===== config.mk =====
export PLATFORM = sky130hd
export DESIGN_NAME = lzfrw_outreg_flat
export DESIGN_NICKNAME = d
export VERILOG_FILES = /design/src/rtl/lzf_ring_window_decompressor_unit_assert.svh /design/src/rtl/lzfrw_pkg.sv /design/src/rtl/lzfrw_if.sv /design/src/rtl/lzfrw_outreg.sv /design/src/flat_wrapper.sv
export SDC_FILE = /design/constraint.sdc
export NUM_CORES = 1
export LEC_CHECK = 0
export BUFFER_PORTS_ARGS = -buffer_cell sky130_fd_sc_hd__buf_2
export CORE_AREA = 2 2 57 59
export CTS_BUF_LIST = sky130_fd_sc_hd__clkbuf_8
export CTS_CLUSTER_SIZE = 30
export DETAILED_ROUTE_END_ITERATION = 8
export DIE_AREA = 0 0 59 61
export PLACE_DENSITY = 0.78
export RECOVER_POWER = 25
export SYNTH_ARGS = -nofsm -noshare
export SYNTH_HDL_FRONTEND = slang
export SYNTH_SLANG_ARGS = --single-unit

===== constraint.sdc =====
create_clock -name clk -period 0.8 [get_ports clk]
set_input_delay 0.04 -clock clk [delete_from_list [all_inputs] [get_ports clk]]
set_output_delay 0.04 -clock clk [all_outputs]
set_load 0.005 [all_outputs]

===== src/rtl/lzf_ring_window_decompressor_unit_assert.svh =====
// Assertion macros for the decompressor RTL
`ifndef LZF_RING_WINDOW_DECOMPRESSOR_UNIT_ASSERT_SVH
`define LZF_RING_WINDOW_DECOMPRESSOR_UNIT_ASSERT_SVH

// Same-cycle implication, off during reset
`define LZFRW_ASSERT_IMP(lbl, ck, rs, ante, cons, msg) \
  lbl: assert property (@(posedge ck) disable iff (rs) (ante) |-> (cons)) else $error(msg);

// Next-cycle implication, off during reset
`define LZFRW_ASSERT_NXT(lbl, ck, rs, ante, cons, msg) \
  lbl: assert property (@(posedge ck) disable iff (rs) (ante) |=> (cons)) else $error(msg);

`endif


===== src/rtl/lzfrw_pkg.sv =====
// Types and constants for the LZF ring window decompressor
package lzfrw_pkg;

  localparam int MAX_WINDOW_DEF = 4096;
  localparam int LANES          = 4;
  localparam int CNT_W          = 3;
  localparam int LANE_W         = $clog2(LANES);
  localparam logic [3:0] WIN_LG_RESET = 4'd12;
  localparam logic [3:0] WIN_LG_MIN   = 4'd8;
  localparam logic [3:0] WIN_LG_MAX   = 4'd12;

  typedef enum logic [1:0] {
    PH_CTRL,
    PH_LIT,
    PH_OFF,
    PH_EXT
  } phase_t;

  typedef enum logic [1:0] {
    ST_IDLE,
    ST_READ,
    ST_WRITE
  } state_t;

  typedef struct packed {
    logic [CNT_W-1:0]            count;
    logic [LANES-1:0][7:0]       bytes;
    logic                        run_last;
    logic                        stream_end;
    logic                        corrupt;
  } res_t;

  typedef struct packed {
    logic valid;
    res_t res;
  } push_t;

endpackage


===== src/rtl/lzfrw_if.sv =====


interface lzfrw_out_if;
  logic       valid;
  logic       ready;
  logic [2:0] out_count;
  logic [7:0] out_byte0;
  logic [7:0] out_byte1;
  logic [7:0] out_byte2;
  logic [7:0] out_byte3;
  logic       run_last;
  logic       stream_end;
  logic       corrupt;
  modport source (output valid, output out_count, output out_byte0, output out_byte1,
                  output out_byte2, output out_byte3, output run_last,
                  output stream_end, output corrupt, input ready);
  modport sink (input valid, input out_count, input out_byte0, input out_byte1,
                input out_byte2, input out_byte3, input run_last,
                input stream_end, input corrupt, output ready);
endinterface


===== src/rtl/lzfrw_outreg.sv =====
// Output register stage driving the result channel
module lzfrw_outreg
  import lzfrw_pkg::*;
(
  input  logic          clk,
  input  logic          rst,
  input  push_t         push,
  output logic          free,
  lzfrw_out_if.source   result
);

  logic hold_valid;
  res_t hold;

  assign free = !hold_valid || result.ready;

  // valid flag
  always_ff @(posedge clk) begin
    if (rst) begin
      hold_valid <= 1'b0;
    end else if (push.valid) begin
      hold_valid <= 1'b1;
    end else if (result.ready) begin
      hold_valid <= 1'b0;
    end
  end

  // payload
  always_ff @(posedge clk) begin
    if (push.valid) begin
      hold <= push.res;
    end
  end

  assign result.valid      = hold_valid;
  assign result.out_count  = hold.count;
  assign result.out_byte0  = hold.bytes[0];
  assign result.out_byte1  = hold.bytes[1];
  assign result.out_byte2  = hold.bytes[2];
  assign result.out_byte3  = hold.bytes[3];
  assign result.run_last   = hold.run_last;
  assign result.stream_end = hold.stream_end;
  assign result.corrupt    = hold.corrupt;

endmodule


===== src/flat_wrapper.sv =====
// flat-port wrapper written by rule: the top's interface ports become plain ports
module lzfrw_outreg_flat import lzfrw_pkg::*;
  (clk, rst, push, free, result_valid, result_out_count, result_out_byte0, result_out_byte1, result_out_byte2, result_out_byte3, result_run_last, result_stream_end, result_corrupt, result_ready);
  lzfrw_out_if result_i ();
  input  logic clk;
  input  logic rst;
  input  push_t push;
  output logic free;
  output wire logic [$bits(result_i.valid)-1:0] result_valid;
  output wire logic [$bits(result_i.out_count)-1:0] result_out_count;
  output wire logic [$bits(result_i.out_byte0)-1:0] result_out_byte0;
  output wire logic [$bits(result_i.out_byte1)-1:0] result_out_byte1;
  output wire logic [$bits(result_i.out_byte2)-1:0] result_out_byte2;
  output wire logic [$bits(result_i.out_byte3)-1:0] result_out_byte3;
  output wire logic [$bits(result_i.run_last)-1:0] result_run_last;
  output wire logic [$bits(result_i.stream_end)-1:0] result_stream_end;
  output wire logic [$bits(result_i.corrupt)-1:0] result_corrupt;
  input wire logic [$bits(result_i.ready)-1:0] result_ready;
  assign result_valid = result_i.valid;
  assign result_out_count = result_i.out_count;
  assign result_out_byte0 = result_i.out_byte0;
  assign result_out_byte1 = result_i.out_byte1;
  assign result_out_byte2 = result_i.out_byte2;
  assign result_out_byte3 = result_i.out_byte3;
  assign result_run_last = result_i.run_last;
  assign result_stream_end = result_i.stream_end;
  assign result_corrupt = result_i.corrupt;
  assign result_i.ready = result_ready;
  lzfrw_outreg u_core (.clk(clk), .rst(rst), .push(push), .free(free), .result(result_i));
endmodule

# Yosys cells after proc, flatten, opt, wreduce, memory -nomap -nowiden

Cells that the tools add are included.

Add/sub/neg operators: 0
Multiply operators: 0
Div/mod/pow operators: 0
Order comparisons: 0
Equality and inequality tests: 0
Shifts and indexed selects: 0
Muxes and demuxes: 2
Bitwise gates (word level): 0
Reduce and logical (&&, ||, !) cells: 3

Operators by type and width:

| kind               | number |
|---|---|
| 1-bit two-way mux  | 2 |
| 2-bit nonzero test | 1 |
| 1-bit zero test    | 1 |
| 1-bit logical OR   | 1 |

Flip-flop bits (word level): 39
Latch bits: 0
Memory bits (writable): 0
Memory bits (read-only): 0
Input port bits: 42
Word-level logic and storage cells: 14
Memories: 0

# Longest topological paths before layout

Gate-level depths: netlist of run 1.

Word-level depth: 2
Mapped depth: 2

# Worst setup path before layout of run 1

Ideal clock, no wire load.

Path type: reg-to-reg
From: register, netlist name u_core.result.valid
To: register u_core.hold_valid, in the netlist u_core.result.valid
Library setup time: 0.066 ns
Data arrival time: 0.541 ns
Slack: 0.193 ns
Cell stages (with the launch flop): 3
Period minus slack after synthesis: 0.607 ns
Cell sequence: dfxtp_1 nand2b_4 a21oi_2

RTL lines:

| element                | line               | text |
|---|---|---|
| end signal: assignment | lzfrw_outreg.sv:20 | `hold_valid <= 1'b0;` |
| end signal: assignment | lzfrw_outreg.sv:22 | `hold_valid <= 1'b1;` |
| end signal: assignment | lzfrw_outreg.sv:24 | `hold_valid <= 1'b0;` |
| end: declaration       | lzfrw_outreg.sv:12 | `logic hold_valid;` |

# Worst setup path in the final report of run 1

From: register u_core.hold, in the netlist u_core.result.out_byte0[1]
To: output result_out_byte0[1]

RTL lines:

| element                  | line               | text |
|---|---|---|
| start: declaration       | lzfrw_outreg.sv:13 | `res_t hold;` |
| start signal: assignment | lzfrw_outreg.sv:31 | `hold <= push.res;` |
| end: declaration         | flat_wrapper.sv:11 | `output wire logic [$bits(result_i.out_byte0)-1:0] result_out_byte0;` |

No word-level cell between the ends.

==> results.md, run 1 <==
* Status: complete, but fails checks
* Failing checks: negative setup slack
* Total track usage at 18.7%
* Final Power at 0.00449 W
* Clk slew on worst S/H paths at 80 ps
* Worst path cell trace: buf_2
* Fin. max-slew vios at 0
* CTS tree: done
* Total grt overflow at 0
* Min cycle time layout at 874 ps
* Final Hold Vio Count at 0
* Die Wd at 59 um
* Vias in the first global route at 978
* Final Util at 73.1%
* Initial antenna violation count at 0
* Die area at 3600 sq um
* Antenna-violating nets left at 0
* Main combinational cell family by area after synthesis: simple AND/OR/NAND/NOR gates
* Synth-to-Final Area Change at 81.8%
* EDFF count, synth at 38
* Count leader, synth: edfxtp_1
* CP max stage delay at 400 ps
* Worst-Margin Slew at 440 ps
* Antenna cells at 0
* Post-synthesis sequential area ratio at 97.8%
* Max_cap viols at 0
* Final setup violation count at 34
* Crit Path Class: reg2out
* CTS buffer count at 5
* Fillers at 184
* Synth area leader: edfxtp_1
* Clock Skews at 0 ps
* Mux contribution to synthesized area at 0%
* Clk Latency, worst-skew pair at 280 ps
* Startpoint types: flip-flop
* DRT Pass-1 Iters at 4
* DRC at 0
* First-pass GRT wire length at 4.53 mm
* Pwr Density at 2080 nW/um^2
* YS warnings at 0
* Setup crit end kind: output port
* CP max-delay cell: edfxtp_1
* Clock Sinks at 39
* Post-Syn Instances at 42
* Slew HR at 70.7%
* Starting DRT DRC Count at 29
* I/O Buffers at 81
* Synthesized flop and latch total at 39
* Crit path max fanout at 1
* Starting Density at 40.2%
* Number of vias per cell at 4.44
* CP Buf/Inv Count at 1
* DR vias at 911
* Hold slack at 41.1 ps
* Commonest cells in the netlist: edfxtp_1 (38), a21oi_2 (1), dfxtp_1 (1), inv_1 (1), nand2b_4 (1)
* Post-Synth XOR/XNOR Area at 0%
* Final nets at 213
* Routability Congestion at 0.659
* Compound-Gate Fraction of Synth Area at 0.738%
* Row count at 20
* Largest vdd supply drop at 0.00139 V
* Wire per inst at 15.1 um
* CTS root buffer: clkbuf_8
* Final WS setup at -73.6 ps
* Ratio of cells with drive above 1 in the final layout at 52.9%
* Core ar. at 2950 sq um
* Mean area per synthesized cell at 28.3 sq um
* Cell area after synthesis at 1190 sq um
* Hold crit path type: in2reg
* Synth Area in Adders at 0%
* Die height at 61 um
* IO Pins at 82
* Critical Path RT at 760 ps
* Final worst-path cycle share at 109%
* Leak at 0.939 nW
* Max H-tree Level at 2
* Library cells used by synthesis at 5
* Fmax at 1.14 GHz
* Post-synthesis net count at 84
* Most used DFF post-synth: edfxtp_1
* Simple-Gate Fraction of Synth Area at 1.16%
* Drt total wl at 3.10 mm
* Yosys top cell area share at 96.1%
* Setup WS pre-CTS at 117 ps
* Largest delay share family, worst path: flip-flops
* Maximum buffer depth of the clock tree at 2
* Post-synth ARST share at 0%
* Synth area leaders: edfxtp_1 (96%), dfxtp_1 (1.7%), nand2b_4 (1.2%)
* Worst path arrival time at 830 ps
* RSZ-0062 raised after global routing: true
* Largest net degree at the start of global routing at 34
-- cell usage in the layout (no fill, tap or decap), drive strengths merged --
| cell type | instances |
|---|---|
| a21oi | 1 |
| buf | 80 |
| bufinv | 1 |
| clkbuf | 8 |
| clkinvlp | 1 |
| dfxtp | 1 |
| dlygate4sd3 | 39 |
| edfxtp | 38 |
| inv | 2 |
| nand2b | 1 |
-- per-stage QoR --
stage	TNS, ps	instance area [sq um]	cells
after floorplan	0	1190	42
after global placement	0	1660	158
after detailed placement	0	1660	158
after CTS	-1310	2170	205
after global routing	-2440	2160	205
final	-926	2160	205
-- timing repair --
action	CTS	global route
cloned	0	0
gates resized for setup	2	1
setup buffers	0	0
endpoints found under the hold margin	39	0
endpoints found under the setup margin	40	40
hold buffers	39	0
-- worst register-to-register path: cells and delay by family, from the launching register on --
kind | cells | cell delay (ps)
AND/OR/NAND/NOR | 1 | 60
AO/OA/AOI/OAI | 1 | 120
flip-flops | 1 | 360
-- kinds of logic after synthesis --
group | count (synthesis)
and+or+nand+nor | 1
buffers and inverters | 1
AOI/OAI and AO/OA | 1
DFF | 39
-- path summary, 6_finish.rpt --
kind | from | end | slack, ps | depth (start not counted)
max | u_core.result.out_byte0[1]$_DFFE_PP_ | result_out_byte0[1] | -70 | 1
min | result_ready | u_core.result.valid$_SDFFE_PP0P_ | 40 | 3
max reg2reg | u_core.result.valid$_SDFFE_PP0P_ | u_core.result.valid$_SDFFE_PP0P_ | 190 | 2
min reg2reg | u_core.result.valid$_SDFFE_PP0P_ | u_core.result.valid$_SDFFE_PP0P_ | 490 | 2
-- state kept, by name (all words and copies together) (netlist names) --
name                      cells
u_core.result.corrupt         1
u_core.result.out_byte0       8
u_core.result.out_byte1       8
u_core.result.out_byte2       8
u_core.result.out_byte3       8
u_core.result.out_count       3
u_core.result.run_last        1
u_core.result.stream_end      1
u_core.result.valid           1
-- power by group --
| group | internal [W] | total, W | switching, W |
|---|---|---|---|
| combinational | 0.000307 | 0.000490 | 0.000183 |
| clock | 0.000917 | 0.00154 | 0.000619 |
| sequential | 0.00242 | 0.00247 | 0.0000471 |
| total | 0.00364 | 0.00449 | 0.000849 |
-- metal layers --
layer | GRT usage [%] | vias up | wire, um
met5 | 0 | - | 0
met4 | 10.1 | 0 | 63
met3 | 10.0 | 8 | 346
met2 | 31.6 | 64 | 1590
met1 | 18.6 | 418 | 1090
li1 | - | 421 | -
-- final cells by class --
type                       instances  area (sq um)  share of cell area, %
sequential                        39          1160                   53.9
multi-input combinational          2          22.5                   1.04
clock buffer                       5          68.8                   3.19
tap                               33          41.3                   1.91
clock inverter                     3          41.3                   1.91
inverter                           1          3.75                  0.174
timing repair buffer             122           818                   37.9
(Power assumes the default switching activity.)
==> inputs of run 2 (changes only) <==
--- a/config.mk
+++ b/config.mk
@@ -13,6 +13,7 @@
 export DIE_AREA = 0 0 59 61
 export PLACE_DENSITY = 0.78
 export RECOVER_POWER = 25
+export SETUP_SLACK_MARGIN = 0.5
 export SYNTH_ARGS = -nofsm -noshare
 export SYNTH_HDL_FRONTEND = slang
 export SYNTH_SLANG_ARGS = --single-unit
==> run 2 against run 1 <==
The flow finishes with violations (negative hold slack, negative setup slack). Cell count fell by 18%. Highest routed layer unchanged. Final area fell by 13%. Clock skew did not move. Core utilization fell by 9.2 points. Global-route usage fell by 4.5 points. Die area did not move. Clock power barely moved. Count of clock-buffer cells in the layout did not move. First-iteration DRC count fell by 79%. Worst hold slack got worse by 130 ps. Sequential share of layout area rose by 7.7 points. Maximum frequency rose by 2.1%.
==> results.md, run 2 (synthesized netlist as in run 1, its figures left out) <==
* Hold crit path type: in2reg (unchanged)
* Total grt overflow at 0 (unchanged)
* Routability Congestion at 0.678 (was 0.659)
* Drt total wl at 2.37 mm (was 3.10 mm)
* Min cycle time layout at 856 ps (was 874 ps)
* Total track usage at 14.2% (was 18.7%)
* Dpl cell area at 1680 sq um (was 1660 sq um)
* DRT Pass-1 Iters at 3 (was 4)
* Commonest non-fill, non-tap cell in the layout: buf_2 (unchanged)
* Clock Skews at 0 ps (unchanged)
* Max H-tree Level at 2 (unchanged)
* Starting Density at 40.2% (unchanged)
* CP Buf/Inv Count at 1 (unchanged)
* Antenna cells at 0 (unchanged)
* Vias in the first global route at 802 (was 978)
* Clk Latency, worst-skew pair at 280 ps (about the same)
* Max_cap viols at 0 (unchanged)
* Clock Sinks at 39 (unchanged)
* Final instance area at 1890 sq um (was 2160 sq um)
* Largest vdd supply drop at 0.00143 V (was 0.00139 V)
* Core ar. at 2950 sq um (unchanged)
* CTS buffer count at 5 (unchanged)
* Setup crit end kind: output port (unchanged)
* Antenna-violating nets left at 0 (unchanged)
* CTS tree: done (unchanged)
* Number of vias per cell at 4.42 (was 4.44)
* Final nets at 177 (was 213)
* Fin cells at 169 (was 205)
* Worst path arrival time at 820 ps (was 830 ps)
* Final WS setup at -55.6 ps (was -73.6 ps)
* Failing checks: negative hold slack, negative setup slack (was negative setup slack)
* R2R setup slack at 230 ps (was 190 ps)
* Worst-Margin Slew at 85.9 ps (was 440 ps)
* Hold slack at -93.0 ps (was 41.1 ps)
* Fin Setup TNS at -664 ps (was -926 ps)
* I/O Buffers at 81 (unchanged)
* Fin. max-slew vios at 0 (unchanged)
* Starting DRT DRC Count at 6 (was 29)
* IO Pins at 82 (unchanged)
* Final worst-path cycle share at 107% (was 109%)
* Status: complete, but fails checks (unchanged)
* Commonest non-fill, non-tap cells in the layout: buf_2 (79), edfxtp_1 (38), clkbuf_8 (5), buf_16 (3), buf_12 (3) (was buf_2 (78), dlygate4sd3_1 (39), edfxtp_1 (38), clkbuf_8 (5))
* Clk slew on worst S/H paths at 70 ps (was 80 ps)
* DRC at 0 (unchanged)
* Final setup violation count at 35 (was 34)
* Largest net degree at the start of global routing at 13 (was 34)
* Critical Path RT at 760 ps (about the same)
* DR vias at 747 (was 911)
* Die height at 61 um (unchanged)
* First-pass GRT wire length at 3.41 mm (was 4.53 mm)
* Leak at 0.834 nW (was 0.939 nW)
* Cells after DPL at 158 (unchanged)
* Largest delay share family, worst path: flip-flops (unchanged)
* CP max-delay cell: edfxtp_1 (unchanged)
* Initial antenna violation count at 0 (unchanged)
* Worst path cell trace: buf_2 (unchanged)
* Maximum buffer depth of the clock tree at 2 (unchanged)
* Die area at 3600 sq um (unchanged)
* Row count at 20 (unchanged)
* Slew HR at 94.3% (was 70.7%)
* Crit path max fanout at 1 (unchanged)
* Pwr Density at 2330 nW/um^2 (was 2080 nW/um^2)
* Fmax at 1.17 GHz (was 1.14 GHz)
* Startpoint types: flip-flop (unchanged)
* Wire per inst at 14.0 um (was 15.1 um)
* Fillers at 223 (was 184)
* Final Hold Vio Count at 39 (was 0)
* Synth-to-Final Area Change at 58.9% (was 81.8%)
* CTS root buffer: clkbuf_8 (unchanged)
* Ratio of cells with drive above 1 in the final layout at 70.6% (was 52.9%)
* CP max stage delay at 390 ps (was 400 ps)
* Crit Path Class: reg2out (unchanged)
* RSZ-0062 raised after global routing: true (unchanged)
* Die Wd at 59 um (unchanged)
==> run 2: cell count changes in the layout (fill, tap and decap cells not counted), sizes merged <==
cell / before / now
dlygate4sd3: 39 / 0
buf: 80 / 86
clkinvlp: 1 / 0
inv: 2 / 1
clkbuf: 8 / 5
clkinv: 0 / 2
==> run 2: layout make-up <==
class	count	area [sq um]	share of cell area (%)
flip-flops and latches	39	1160	61.6
repair buffers	86	549	29.1
clock buffers	5	68.8	3.65
well taps	33	41.3	2.19
clock inverters	3	38.8	2.06
multi-input cells	2	22.5	1.19
inverters	1	3.75	0.199
==> run 2: worst paths after layout <==
check | startpoint | end | depth (start not counted)
worst max-delay path | u_core.result.out_byte0[7]$_DFFE_PP_ | result_out_byte0[7] | 1
worst min register to register | u_core.result.valid$_SDFFE_PP0P_ | u_core.result.valid$_SDFFE_PP0P_ | 2
worst max register to register | u_core.result.valid$_SDFFE_PP0P_ | u_core.result.valid$_SDFFE_PP0P_ | 2
worst min-delay path | rst | u_core.result.valid$_SDFFE_PP0P_ | 2
==> run 2: routing by layer <==
| layer | vias up | global-route usage [%] | wire length [um] |
|---|---|---|---|
| li1 | 350 | - | - |
| met3 | 2 | 9.81 | 363 |
| met5 | - | 0 | 0 |
| met4 | 0 | 6.82 | 21 |
| met1 | 333 | 11.8 | 722 |
| met2 | 62 | 25.2 | 1260 |
==> run 2: repair_timing <==
action	4_1_cts	5_1_grt
pin swaps	0	0
resized for setup	8	0
buffers inserted	0	0
hold endpoints to repair	39	39
cloned	3	0
endpoints found under the setup margin	79	41
==> run 2: report_power, final <==
part / internal [W] / leakage, nW / switching (W)
Clock: 0.000912 / 0.0556 / 0.000612
Sequential: 0.00242 / 0.380 / 0.0000420
Combinational: 0.000244 / 0.398 / 0.000159
Total: 0.00357 / 0.834 / 0.000813
==> run 2: metrics by stage <==
stage	setup slack, ps	power [W]	utilization, %
floorplan	242	0.00254	-
global placement	139	0.00283	56.7
detailed placement	127	0.00285	56.7
CTS	-63.3	0.00444	63.9
global route	-90.1	0.00457	63.9
finish	-55.6	0.00439	63.9
==> run 2: worst reg2reg max path: cells and delay by family, from the launching register on <==
kind / cells / cell delay [ps]
flip-flops: 1 / 350
AO/OA/AOI/OAI: 1 / 100
AND/OR/NAND/NOR: 1 / 60
